$ cat config.mk
export PLATFORM = sky130hd
export DESIGN_NAME = lbsd_addr_unit
export DESIGN_NICKNAME = d
export VERILOG_FILES = /design/src/lbsd_pkg.sv /design/src/lbsd_addr_unit.sv
export SDC_FILE = /design/constraint.sdc
export NUM_CORES = 1
export LEC_CHECK = 0
export BUFFER_PORTS_ARGS = -buffer_cell sky130_fd_sc_hd__buf_4
export CORE_AREA = 2 2 39 41
export DETAILED_ROUTE_END_ITERATION = 10
export DIE_AREA = 0 0 41 43
export PLACE_DENSITY = 0.81
export SYNTH_ARGS = -nofsm -noshare
export SYNTH_HDL_FRONTEND = slang
export SYNTH_SLANG_ARGS = --single-unit
$ cat constraint.sdc
create_clock -name vclk -period 3
set_input_delay 0.3 -clock vclk [all_inputs]
set_output_delay 0.3 -clock vclk [all_outputs]
set_load 0.02 [all_outputs]
$ cat src/lbsd_pkg.sv
// ----------------------------------------------------------------------------
// lbsd_pkg
// Shared types and constants of the block-stream LZSS decoder.
// ----------------------------------------------------------------------------
package lbsd_pkg;

   // history window and position widths
   localparam int WIN_ADDR_W = 11;
   localparam int POS_W      = WIN_ADDR_W + 1;
   localparam int LEN_W      = 6;
   localparam int BLK_LEN_W  = 15;

   // position counts up to twice the window, then steps back by one window
   localparam logic [POS_W-1:0] POS_LAST   = {POS_W{1'b1}};
   localparam logic [POS_W-1:0] POS_REWIND = {1'b1, {WIN_ADDR_W{1'b0}}};

   // match length is stored minus this bias
   localparam logic [LEN_W-1:0] MATCH_BIAS = 6'd3;

   // stream parse phase
   typedef enum logic [2:0] {
      PH_SIZE   = 3'd0,
      PH_BHDR   = 3'd1,
      PH_STORED = 3'd2,
      PH_ITEM   = 3'd3,
      PH_DATA   = 3'd4,
      PH_LOW    = 3'd5,
      PH_SKIP   = 3'd6,
      PH_DONE   = 3'd7
   } phase_type;

   // sequencer state
   typedef enum logic [1:0] {
      ST_IDLE = 2'd0,
      ST_EXEC = 2'd1,
      ST_MRD  = 2'd2,
      ST_MWR  = 2'd3
   } ctl_state_type;

   // history write port
   typedef struct packed {
      logic                  en;
      logic [WIN_ADDR_W-1:0] addr;
      logic [7:0]            data;
   } hist_wr_type;

   // copy source from the shared address unit
   typedef struct packed {
      logic                  before_start;
      logic [WIN_ADDR_W-1:0] addr;
   } src_type;

endpackage

$ cat src/lbsd_addr_unit.sv
// ----------------------------------------------------------------------------
// lbsd_addr_unit
// Shared subtractor: copy source position and before-block-start test.
// ----------------------------------------------------------------------------
module lbsd_addr_unit (
   input  logic [lbsd_pkg::POS_W-1:0] pos,
   input  logic [lbsd_pkg::POS_W-1:0] back_dist,
   output lbsd_pkg::src_type          src
);
   import lbsd_pkg::*;

   logic [POS_W:0] diff;

   // borrow out of pos - back_dist marks a source before the block start
   assign diff             = {1'b0, pos} - {1'b0, back_dist};
   assign src.before_start = diff[POS_W];
   assign src.addr         = diff[WIN_ADDR_W-1:0];

endmodule

## Word level (Yosys, flattened, before mapping)

Cells that the tools add are included.

- Input port bits: 24
- Register bits: 0

- $add $sub $neg: 1

Operator list:

| kind | count |
|---|---|
| 12-bit by 12-bit subtractor with 13-bit output | 1 |

## Longest topological paths before layout

- Word-level depth: 1
- Gate-level depth with buffers: 8
- Mapped depth without buffers: 8

## Least setup slack after synthesis

Ideal clock, no wire load.

- Path type: input port to output port
- Start: input port pos[0] (netlist name)
- End: output port src[10] (netlist name)
- Path buffers: 0
- Arrival: 1820 ps
- Stages: 8
- Slack: 880 ps
- Cells stage by stage: inv_1 ha_1 fa_1 nand2b_1 a21oi_1 o31a_1 or4b_1 nand4_1

RTL lines:

| what | RTL line | text |
|---|---|---|
| start: declaration | lbsd_addr_unit.sv:6 | `input logic [lbsd_pkg::POS_W-1:0] pos,` |
| end: declaration | lbsd_addr_unit.sv:8 | `output lbsd_pkg::src_type src` |

==> impl_metrics.toml <==
[status]
run_status = "completed"

[global_routing]
grt_antenna_before_repair = 0
gr-total-overflow = 0
grt_pass1_vias = 565
grt_pass1_wl_um = 2042
grt_max_degree = 8
grt_use_total_pct = 15.00

[critical_path]
path_max_fanout = 3
cp.arrival_ns = 2.10
worstSetupEndpointType = "primary output"
worstSetupStartpointType = "input port"
worstPathRequired_ns = 2.70
critical_path_class = "input port to primary output"

[layout]
clock_buffers = 0
final_util_pct = 62.48
diodes = 0
seq_cells = 0
drive_above_1_share_pct = 32.20
fillCellCount = 152
layout.nets = 157
area_delta_synth_final_pct = 50.54
ff_latch_area_um2 = 0

[job]
drv_cap = 0

[route]
drc = 0
drt-vias-per-instance = 5.000
dr_total_vias = 670
wl_per_cell_um = 9.716
firstDrtPassIters = 3
drtIter0Drc = 7
drt-total-wl_um = 1302
drtAntennaViolNets = 0

[place]
dp_slack_ns = 0.5998
io_buffer_count = 36
gp_congestion = 0.7646
dp_hpwl_um = 1160

[logic_synthesis]
syn_inst = 82
synthesis.area_um2 = 574.3
synth_nets = 119
synth_warnings = 0
synthMostInstantiatedCell = "inv_1"
netlist_top_cells_area = "ha_1 (26%), inv_1 (11%), xnor2_1 (9.2%), a21oi_1 (6.1%), nor2_1 (5.2%)"
synth_common_cells = "inv_1 (17), ha_1 (12), nor2_1 (8), a21oi_1 (7), xnor2_1 (6)"
synth_cell_types = 28
yosys.area.top_type = "ha_1"
avgSynthCellArea_um2 = 7.004
ys_seq_area_share_pct = 0
netlist.area_leader.share_pct = 26.14

[cts]
ctsResizeCount = 0
cts_hold_buf = 0
post_cts.repair.setup_buffers = 0

[timing]
fin_crit_sh_pct = 79.97
slew_headroom_pct = 76.90
fmax_mhz = 416.8
finalHoldViolCount = 0
tightest_slew_ns = 0.3422
maxSlewViolCount = 0
rsz0062_at_grt = "no"
setup_viol = 0
setup_ws_ns = 0.6009
layout_min_cycle_time_ns = 2.399
setup_tns_ns = 0

[floorplanning]
die_area_mm2 = 0.001763
num_rows = 14
die_y_um = 43
start_util_pct = 41.50
num_io_pins = 36
coreArea_mm2 = 0.001384
die_w_um = 41

[pwr]
p_per_area_mw_per_mm2 = 256.0
p_leak_nw = 0.4937
peakVddDrop_v = 0.0001172

[min_path]
hold_class = "input port to primary output"
==> critical path, cell delays in order <==
cell and delay, ns:
buf_4 0.11, inv_1 0.05, ha_1 0.18, fa_1 0.21, nand2b_1 0.14, a21oi_1 0.09, o31a_1 0.31, or4b_1 0.47
nand4_1 0.10, buf_4 0.15
==> layout by cell type (no fill, tap or decap), types with 3 or more instances in the layout <==
cell type	count
nor2_1	8
a21o_1	3
ha_1	12
inv_1	17
a21oi_1	7
nand2b_1	4
buf_4	36
xnor2_1	6
==> metal layers <==
| metal | part of all wire, % | global-route usage, % |
|---|---|---|
| met5 | 0 | 0 |
| met4 | 0 | 0 |
| met3 | 5.9 | 0 |
| met2 | 53 | 28.13 |
| met1 | 41 | 19.05 |
==> kinds of logic after synthesis <==
family | count (synthesis) | share of synthesized area (%)
simple gates | 23 | 21.79
compound gates | 22 | 26.80
buf+inv | 17 | 11.11
fa+ha+maj | 13 | 29.63
xor+xnor | 7 | 10.68
==> power by group <==
part           internal (mW)  switching (mW)
clock                      0               0
sequential                 0               0
combinational          0.109           0.112
==> per-stage QoR <==
stage | instances | instance area [µm²] | total power, mW | hold WS, ns
detailed placement | 134 | 864.6 | 0.2222 | 0.9549
floorplan | 82 | 574.3 | 0.1365 | 0.7815
global route | 134 | 864.6 | 0.2411 | 0.9670
global placement | 134 | 864.6 | 0.2183 | 0.9518
finish | 134 | 864.6 | 0.2213 | 0.9531
CTS | 134 | 864.6 | 0.2231 | 0.9556
==> final timing paths <==
kind / from / end / cells past startpoint
worst min-delay path: back_dist[0] / src[0] / 4
worst max-delay path: pos[0] / src[10] / 10
==> area by class of cell <==
type | count | area (µm²) | share of cell area, %
Timing Repair Buffer | 36 | 270.3 | 31.26
Tap cell | 16 | 20.02 | 2.315
Inverter | 17 | 63.81 | 7.381
Multi-Input combinational cell | 65 | 510.5 | 59.04
No activity file was read; power rests on OpenSTA's default activity.
